==> src/hdl/dsrm_pkg.sv <==
// shared constants and types for the dot-star pattern matcher
package dsrm_pkg;

   localparam int PATTERN_MAX = 32;
   localparam int PAT_WORDS = 4;
   localparam int WORD_W = 64;
   localparam int LEN_W = 6;
   localparam int CSR_IDX_W = 3;
   localparam int N_W = $clog2(PATTERN_MAX + 1);

   localparam logic [7:0] DOT_CHAR = 8'h2E;
   localparam logic [7:0] STAR_CHAR = 8'h2A;

   localparam logic [CSR_IDX_W-1:0] CSR_PATTERN_0 = 3'd0;
   localparam logic [CSR_IDX_W-1:0] CSR_PATTERN_1 = 3'd1;
   localparam logic [CSR_IDX_W-1:0] CSR_PATTERN_2 = 3'd2;
   localparam logic [CSR_IDX_W-1:0] CSR_PATTERN_3 = 3'd3;
   localparam logic [CSR_IDX_W-1:0] CSR_PATTERN_LENGTH = 3'd4;

   // broadcast to every cell each cycle
   typedef struct packed {
      logic       accept;
      logic       restart;
      logic       has_byte;
      logic [7:0] text_byte;
   } step_type;

   // static pattern view of one position
   typedef struct packed {
      logic [7:0] tok_byte;
      logic [7:0] next_byte;
      logic       tok_live;
      logic       star_live;
      logic       in_range;
   } pos_type;

   // handed from a cell to the cells after it
   typedef struct packed {
      logic skip_pre;
      logic skip_post;
      logic advance;
   } link_type;

endpackage

==> src/hdl/dsrm_cell.sv <==
// one pattern position: active bit, star skips and byte advance
module dsrm_cell
   import dsrm_pkg::*;
(
   input  logic     clock,
   input  logic     reset,
   input  logic     start_pos,
   input  step_type step,
   input  pos_type  pos,
   input  link_type prev1,
   input  link_type prev2,
   output link_type link,
   output logic     result
);

   logic active_ff;
   logic active_in;
   logic starred;
   logic hit;
   logic closed_pre;
   logic next_v;
   logic closed_post;

   always_comb begin
      starred = pos.star_live && (pos.next_byte == STAR_CHAR);
      hit = pos.tok_live && ((pos.tok_byte == step.text_byte) || (pos.tok_byte == DOT_CHAR));
      // closure of the held set, skips ripple in from two cells back
      closed_pre = (active_ff && pos.in_range) || prev2.skip_pre;
      link.skip_pre = closed_pre && starred;
      link.advance = closed_pre && hit && !starred;
      next_v = (closed_pre && hit && starred) || prev1.advance;
      closed_post = next_v || prev2.skip_post;
      link.skip_post = closed_post && starred;
      result = step.has_byte ? closed_post : closed_pre;
      active_in = active_ff;
      if (step.accept) begin
         active_in = step.restart ? start_pos : result;
      end
   end

   always_ff @(posedge clock) begin
      if (reset) begin
         active_ff <= start_pos;
      end else begin
         active_ff <= active_in;
      end
   end

endmodule

==> src/hdl/dot_star_regex_matcher.sv <==
// top level: pattern registers, row of position cells, result register
//
//  channel | direction | handshake          | payload
//  req     | in        | req_valid/ready    | text_byte, has_byte, end_of_text
//  rsp     | out       | rsp_valid/ready    | whole_match, can_still_match, text_ended
//  csr     | in        | csr_write_enable   | csr_index, csr_write_data
//
// one request per cycle unless a response is held; its response is registered and shows in the cycle after acceptance.
// the star-skip closure ripples through the cell row combinationally, in the cycle of acceptance.
// reset clears the pattern, sets length zero and leaves only position 0 active.
// a held response takes req_ready low only while rsp_ready is low.
module dot_star_regex_matcher
   import dsrm_pkg::*;
(
   input  logic                 clock,
   input  logic                 reset,
   input  logic                 req_valid,
   output logic                 req_ready,
   input  logic [7:0]           req_text_byte,
   input  logic                 req_has_byte,
   input  logic                 req_end_of_text,
   output logic                 rsp_valid,
   input  logic                 rsp_ready,
   output logic                 rsp_whole_match,
   output logic                 rsp_can_still_match,
   output logic                 rsp_text_ended,
   input  logic                 csr_write_enable,
   input  logic [CSR_IDX_W-1:0] csr_index,
   input  logic [WORD_W-1:0]    csr_write_data
);

   logic [WORD_W-1:0] pat_words_ff [PAT_WORDS];
   logic [WORD_W-1:0] pat_words_in [PAT_WORDS];
   logic [LEN_W-1:0]  len_ff;
   logic [LEN_W-1:0]  len_in;
   logic [N_W-1:0]    used_len;

   logic [7:0]        pat_byte [PATTERN_MAX+1];
   logic [PATTERN_MAX:0] tok_live;
   pos_type           pos [PATTERN_MAX+1];
   link_type          links [PATTERN_MAX+1];
   logic [PATTERN_MAX:0] results;
   step_type          step;

   logic rsp_valid_ff, rsp_valid_in;
   logic whole_ff, whole_in;
   logic any_ff, any_in;
   logic ended_ff, ended_in;
   logic accept;

   // configuration writes
   always_comb begin
      for (int w = 0; w < PAT_WORDS; w++) begin
         pat_words_in[w] = pat_words_ff[w];
      end
      len_in = len_ff;
      if (csr_write_enable) begin
         unique case (csr_index)
            CSR_PATTERN_0:      pat_words_in[0] = csr_write_data;
            CSR_PATTERN_1:      pat_words_in[1] = csr_write_data;
            CSR_PATTERN_2:      pat_words_in[2] = csr_write_data;
            CSR_PATTERN_3:      pat_words_in[3] = csr_write_data;
            CSR_PATTERN_LENGTH: len_in = csr_write_data[LEN_W-1:0];
            default:            len_in = len_ff;
         endcase
      end
   end

   always_ff @(posedge clock) begin
      if (reset) begin
         for (int w = 0; w < PAT_WORDS; w++) begin
            pat_words_ff[w] <= '0;
         end
         len_ff <= '0;
      end else begin
         pat_words_ff <= pat_words_in;
         len_ff <= len_in;
      end
   end

   always_comb begin
      if (int'(len_ff) > PATTERN_MAX) begin
         used_len = N_W'(PATTERN_MAX);
      end else begin
         used_len = N_W'(len_ff);
      end
   end

   assign accept = req_valid && req_ready;
   assign req_ready = !rsp_valid_ff || rsp_ready;

   always_comb begin
      step.accept = accept;
      step.restart = req_end_of_text;
      step.has_byte = req_has_byte;
      step.text_byte = req_text_byte;
   end

   genvar j;
   generate
      for (j = 0; j <= PATTERN_MAX; j++) begin : g_pos
         // bytes past the register file read as zero
         if (j < PAT_WORDS * 8 && j < PATTERN_MAX) begin : g_byte
            assign pat_byte[j] = pat_words_ff[j / 8][8 * (j % 8) +: 8];
         end else begin : g_zero
            assign pat_byte[j] = 8'h00;
         end

         assign tok_live[j] = used_len > N_W'(j);

         always_comb begin
            pos[j].tok_byte = pat_byte[j];
            pos[j].tok_live = tok_live[j];
            pos[j].in_range = used_len >= N_W'(j);
            if (j < PATTERN_MAX) begin
               pos[j].next_byte = pat_byte[(j < PATTERN_MAX) ? j + 1 : j];
               pos[j].star_live = tok_live[(j < PATTERN_MAX) ? j + 1 : j];
            end else begin
               pos[j].next_byte = 8'h00;
               pos[j].star_live = 1'b0;
            end
         end

         if (j == 0) begin : g_first
            dsrm_cell u_cell (
               .clock  (clock),
               .reset  (reset),
               .start_pos (1'b1),
               .step   (step),
               .pos    (pos[j]),
               .prev1  ('0),
               .prev2  ('0),
               .link   (links[j]),
               .result (results[j])
            );
         end else if (j == 1) begin : g_second
            dsrm_cell u_cell (
               .clock  (clock),
               .reset  (reset),
               .start_pos (1'b0),
               .step   (step),
               .pos    (pos[j]),
               .prev1  (links[j-1]),
               .prev2  ('0),
               .link   (links[j]),
               .result (results[j])
            );
         end else begin : g_rest
            dsrm_cell u_cell (
               .clock  (clock),
               .reset  (reset),
               .start_pos (1'b0),
               .step   (step),
               .pos    (pos[j]),
               .prev1  (links[j-1]),
               .prev2  (links[j-2]),
               .link   (links[j]),
               .result (results[j])
            );
         end
      end
   endgenerate

   // response register
   always_comb begin
      rsp_valid_in = rsp_valid_ff;
      whole_in = whole_ff;
      any_in = any_ff;
      ended_in = ended_ff;
      if (accept) begin
         rsp_valid_in = 1'b1;
         whole_in = results[used_len];
         any_in = |results;
         ended_in = req_end_of_text;
      end else if (rsp_ready) begin
         rsp_valid_in = 1'b0;
      end
   end

   always_ff @(posedge clock) begin
      if (reset) begin
         rsp_valid_ff <= 1'b0;
      end else begin
         rsp_valid_ff <= rsp_valid_in;
      end
      whole_ff <= whole_in;
      any_ff <= any_in;
      ended_ff <= ended_in;
   end

   assign rsp_valid = rsp_valid_ff;
   assign rsp_whole_match = whole_ff;
   assign rsp_can_still_match = any_ff;
   assign rsp_text_ended = ended_ff;

endmodule

==> config.mk <==
export PLATFORM = sky130hd
export DESIGN_NAME = dot_star_regex_matcher
export DESIGN_NICKNAME = d
export VERILOG_FILES = /design/src/hdl/dsrm_pkg.sv /design/src/hdl/dsrm_cell.sv /design/src/hdl/dot_star_regex_matcher.sv
export SDC_FILE = /design/constraint.sdc
export NUM_CORES = 1
export LEC_CHECK = 0
export BUFFER_PORTS_ARGS = -buffer_cell sky130_fd_sc_hd__clkbuf_2
export CORE_MARGIN = 2
export CORE_UTILIZATION = 25
export DETAILED_ROUTE_END_ITERATION = 7
export SLEW_MARGIN = 15
export SYNTH_ARGS = -nofsm -noshare
export SYNTH_HDL_FRONTEND = slang
export SYNTH_HIERARCHICAL = 1
export SYNTH_SLANG_ARGS = --single-unit
==> constraint.sdc <==
create_clock -name clock -period 11.8 [get_ports clock]
set_input_delay 1.18 -clock clock [delete_from_list [all_inputs] [get_ports clock]]
set_output_delay 1.18 -clock clock [all_outputs]
set_load 0.03 [all_outputs]
# --- After elaboration in Yosys (flattened, before gate mapping) ---
# Cells that the tools add are included.
classes:
  reduce_logical: 418
  n_lt_le_gt_ge: 67
  eq_ne: 99
  muxes: 71
ops:
  columns: ["cell", "count"]
  rows:
  - ["== test 8 x 6 -> 1 bit (second input constant)", 63]
  - ["== test 8 bit", 32]
  - ["logical AND 1 bit", 253]
  - ["logical OR 1 bit", 125]
  - [">= comparator 6 x 5 -> 1 bit (second input constant)", 16]
  - ["greater-than comparator 6 x 5 -> 1 bit (second input constant)", 16]
  - ["two-way mux 1 bit", 69]
  - [">= comparator 6 x 4 -> 1 bit (second input constant)", 8]
  - ["greater-than comparator 6 x 4 -> 1 bit (second input constant)", 8]
  - ["OR reduction 33 bit", 1]
  - ["logical NOT 1 bit", 32]
  - [">= comparator 6 x 3 -> 1 bit (second input constant)", 4]
  - ["greater-than comparator 6 x 3 -> 1 bit (second input constant)", 4]
  - [">= comparator 6 x 1 -> 1 bit (second input constant)", 2]
  - [">= comparator 6 x 2 -> 1 bit (second input constant)", 2]
  - ["greater-than comparator 6 x 1 -> 1 bit (second input constant)", 2]
  - ["greater-than comparator 6 x 2 -> 1 bit (second input constant)", 2]
  - ["AND reduction 2 bit", 5]
  - ["less-than comparator 6 x 7 -> 1 bit (second input constant)", 1]
  - ["binary-select mux 1 bit (select 6 bit)", 1]
  - ["== test 3 x 2 -> 1 bit (second input constant)", 2]
  - [">= comparator 6 bit (second input constant)", 1]
  - ["greater-than comparator 6 bit (second input constant)", 1]
  - ["two-way mux 6 bit", 1]
  - ["4 further kinds", 4]
word_totals:
  output_inout_bits: 5
  register_bits: 299
  word_cells: 697

# --- Logic depth before layout (Yosys ltp) ---
logic_depth:
  word_depth: 43
  mapped_depth: 49

# --- Modules after synthesis ---
# The synthesis kept the hierarchy.
modules_own_cells:
  columns: ["mod", "area_per_inst_um2", "n_inst", "cells_each", "seq_area_each_um2"]
  rows:
  - ["dot_star_regex_matcher", 10100.9, 1, 1313, 5355.1]
  - ["dsrm_cell", 290.3, 33, 36, 30.0]

# --- Worst setup path before layout ---
# OpenSTA, ideal clock, no wires.
synth_timing:
  path_type: "reg-to-reg"
  from: "register len_ff[4]"
  to: "register whole_ff (netlist: rsp_whole_match), data pin"
  synth_period_minus_slack_ns: 8.258
  setup_time_ns: 0.276
  t_required_ns: 11.524
  t_arrival_ns: 7.982
  slack_ns: 3.542
  n_path_buf: 1
  path_stages_with_launch: 50
  path_cell_list: "dfxtp_1 -> clkbuf_1 -> nor2_2 -> inv_1 -> nor2_2 -> inv_2 -> nor2_2 -> nand2_1 -> nand4b_2 -> nor2b_1 -> a21o_1 -> nor2b_1 -> a21o_1 -> nor2b_1 -> a21o_1 -> nor2b_1 -> a21o_1 -> nor2b_1 -> [14 not listed] -> a21o_1 -> nor2b_1 -> a21o_1 -> nor2b_1 -> a21o_1 -> nor2b_1 -> a21o_1 -> nand3_4 -> nor2b_1 -> nor2_1 -> nand2_1 -> o21ai_0 -> o21ai_1 -> mux4_2 -> nor2_1 -> nor4_1 -> nor4_1 -> a222oi_1"
synth_rtl:
  columns: ["element", "line", "rtl"]
  rows:
  - ["start: declaration", "dot_star_regex_matcher.sv:34", "logic [LEN_W-1:0] len_ff;"]
  - ["start signal: assignment", "dot_star_regex_matcher.sv:77", "len_ff <= len_in;"]
  - ["end signal: assignment", "dot_star_regex_matcher.sv:186", "whole_ff <= whole_in;"]
  - ["end: declaration", "dot_star_regex_matcher.sv:46", "logic whole_ff, whole_in;"]

==> impl_metrics.json <==
{
  "vias_per_cell": 4.95,
  "ys_warn_count": 6,
  "drive_above_1_share_pct": 14.7,
  "critPathMaxStageDelay_ns": 0.48,
  "drt_iter0_drc": 1590,
  "row_count": 102,
  "clock_skew_ns": 0.0232,
  "nFillCells": 8497,
  "crit_family": "simple AND/OR/NAND/NOR gates",
  "synth.avg_cell_area_um2": 7.87,
  "hp-class": "reg2reg",
  "htreeDepth": 2,
  "ff_latch_area_um2": 6350,
  "synthesis.area_um2": 19600,
  "die_area_um2": 80800,
  "r2r-start": "len_ff[4]",
  "max_cap_violations": 0,
  "nets": 2705,
  "ir_drop_mv": 0.103,
  "startpoint_type": "flop",
  "hold_viol": 0,
  "hpwl_mm": 49.5,
  "startpoint": "len_ff[4]",
  "critPathSlowestCell": "mux4_2",
  "slew_violations": 0,
  "worst_pin_slew_ns": 1.16,
  "drc": 0,
  "cp_num_buf_inv": 2,
  "ant_nets": 0,
  "period_needed_ns": 9.57,
  "p_total_mw": 2.43,
  "grt-ovfl-total": 0,
  "clock_sinks": 299,
  "p_leak_nw": 7.79,
  "setup_viol": 0,
  "wl_per_cell_um": 18.6,
  "io_buffers": 86,
  "coreArea_um2": 77600,
  "cts_setup_buffers": 0,
  "die_h_um": 284,
  "cts-root-buf": "clkbuf_16",
  "cpMostUsedCell": "nor2b_1",
  "slew_headroom_pct": 22.7,
  "io_pins": 87,
  "final_area_um2": 22500,
  "grt_setup_unrepaired": "false",
  "tritoncts": "done",
  "synth_cells": 2496,
  "min-delay-start": "pat_byte[89]",
  "grt_antenna_before_repair": 7,
  "start_util_pct": 25.3,
  "vias": 18200,
  "clkTransAtPathRegs_ns": 0.06,
  "finalCritPeriodShare_pct": 81.1,
  "multi_input_area_um2": 13100,
  "cp.arrival_ns": 9.81,
  "worst-setup-path-type": "reg2reg",
  "run_status": "finished clean",
  "cts.path.max_buffers": 3,
  "cp.required_ns": 12.04,
  "grt_first_pass_wirelength_mm": 104,
  "setup_tns_ns": 0,
  "p_per_area_nw_per_um2": 108,
  "grt_max_degree": 171,
  "grt_pass1_vias": 16900,
  "path_max_fanout": 15,
  "holdBufCountCts": 0,
  "final_util_pct": 29.0,
  "dr.pass1.iters": 5,
  "die_w_um": 284,
  "place.gp.congestion": 0.944,
  "endpoint_kind": "flop",
  "track_usage_pct": 16.5,
  "cts-resized-gates": 0,
  "timing.fmax_ghz": 0.104,
  "syn_to_final_growth_pct": 14.6,
  "clock_latency_ns": 0.54,
  "cts_buffers": 34,
  "routed_wl_mm": 68.7,
  "place_area_um2": 21500
}
-- registers in the layout, summed over array words and instances (netlist names) --
name / cells
rsp_text_ended: 1
rsp_can_still_match: 1
g_pos.g_first.u_cell/active_ff: 1
rsp_whole_match: 1
g_pos.g_rest.u_cell/active_ff: 31
g_pos.g_second.u_cell/active_ff: 1
len_ff: 6
pat_byte: 256
rsp_valid: 1
-- final cells by class --
| cell class | instances | share of cell area [%] |
|---|---|---|
| antenna | 1 | 0.0111 |
| clock buffer | 43 | 4.25 |
| clock inverter | 14 | 0.417 |
| inverter | 11 | 0.183 |
| multi-input combinational | 2157 | 58.1 |
| sequential | 299 | 28.2 |
| tap | 1040 | 5.78 |
| timing repair buffer | 120 | 3.10 |
-- final timing paths --
kind	to	slack, ns	cells after the start
setup / recovery	rsp_whole_match	2.23	48
hold / removal	pat_byte[89]	0.49	2
setup reg to reg	rsp_whole_match	2.23	48
hold reg to reg	pat_byte[89]	0.49	2
-- worst reg2reg max path, delay by kind of cell, from the launching register on --
family,cells,cell delay [ns]
simple gates,27,4.38
buf+inv,2,0.40
flops,1,0.40
compound gates,18,3.59
mux,1,0.48
-- power breakdown --
group	switching [mW]	total (mW)	leakage, nW	internal (mW)
logic	0.201	0.310	4.76	0.109
registers	0.0290	1.09	2.50	1.06
clock network	0.454	1.03	0.531	0.577
-- cells in the final DEF (no fill, tap or decap), types with 5 or more instances in the layout --
cell type and n:
or2_2 37, a21oi_1 331, conb_1 75, xnor2_1 264, a21o_1 39, nor4_1 10, nand2_1 601, nand2b_1 7
nand3_1 34, nor2_1 117, clkbuf_2 84, nor2b_1 101, and4bb_1 33, o21ai_2 33, inv_1 9, nor3b_1 34
a21oi_2 31, clkbuf_16 35, mux2i_1 13, clkinv_2 9, o21bai_1 14, buf_4 35, nand4b_2 33, clkbuf_8 5
nor4b_2 33, nand3_4 33, edfxtp_1 36, o21ai_1 34, nand4_1 101, o21ai_0 115, dfxtp_1 262
-- metrics by stage --
step	setup slack, ns	hold WS, ns	instances
3_3_place_gp	2.62	0.474	3627
2_1_floorplan	3.62	0.458	2569
3_5_place_dp	2.42	0.481	3627
6_report	2.23	0.488	3685
5_1_grt	1.45	0.508	3685
4_1_cts	2.36	0.489	3684
-- per-layer routing --
layer  track usage (%)  vias to the layer above  part of all wire (%)
li1                  -                     8871                     -
met1              21.6                     8729                    44
met2              27.2                      512                    46
met3              2.43                      112                   5.3
met4              6.70                        6                   4.2
met5                 0                        -                 0.060
(Power assumes the default switching activity.)
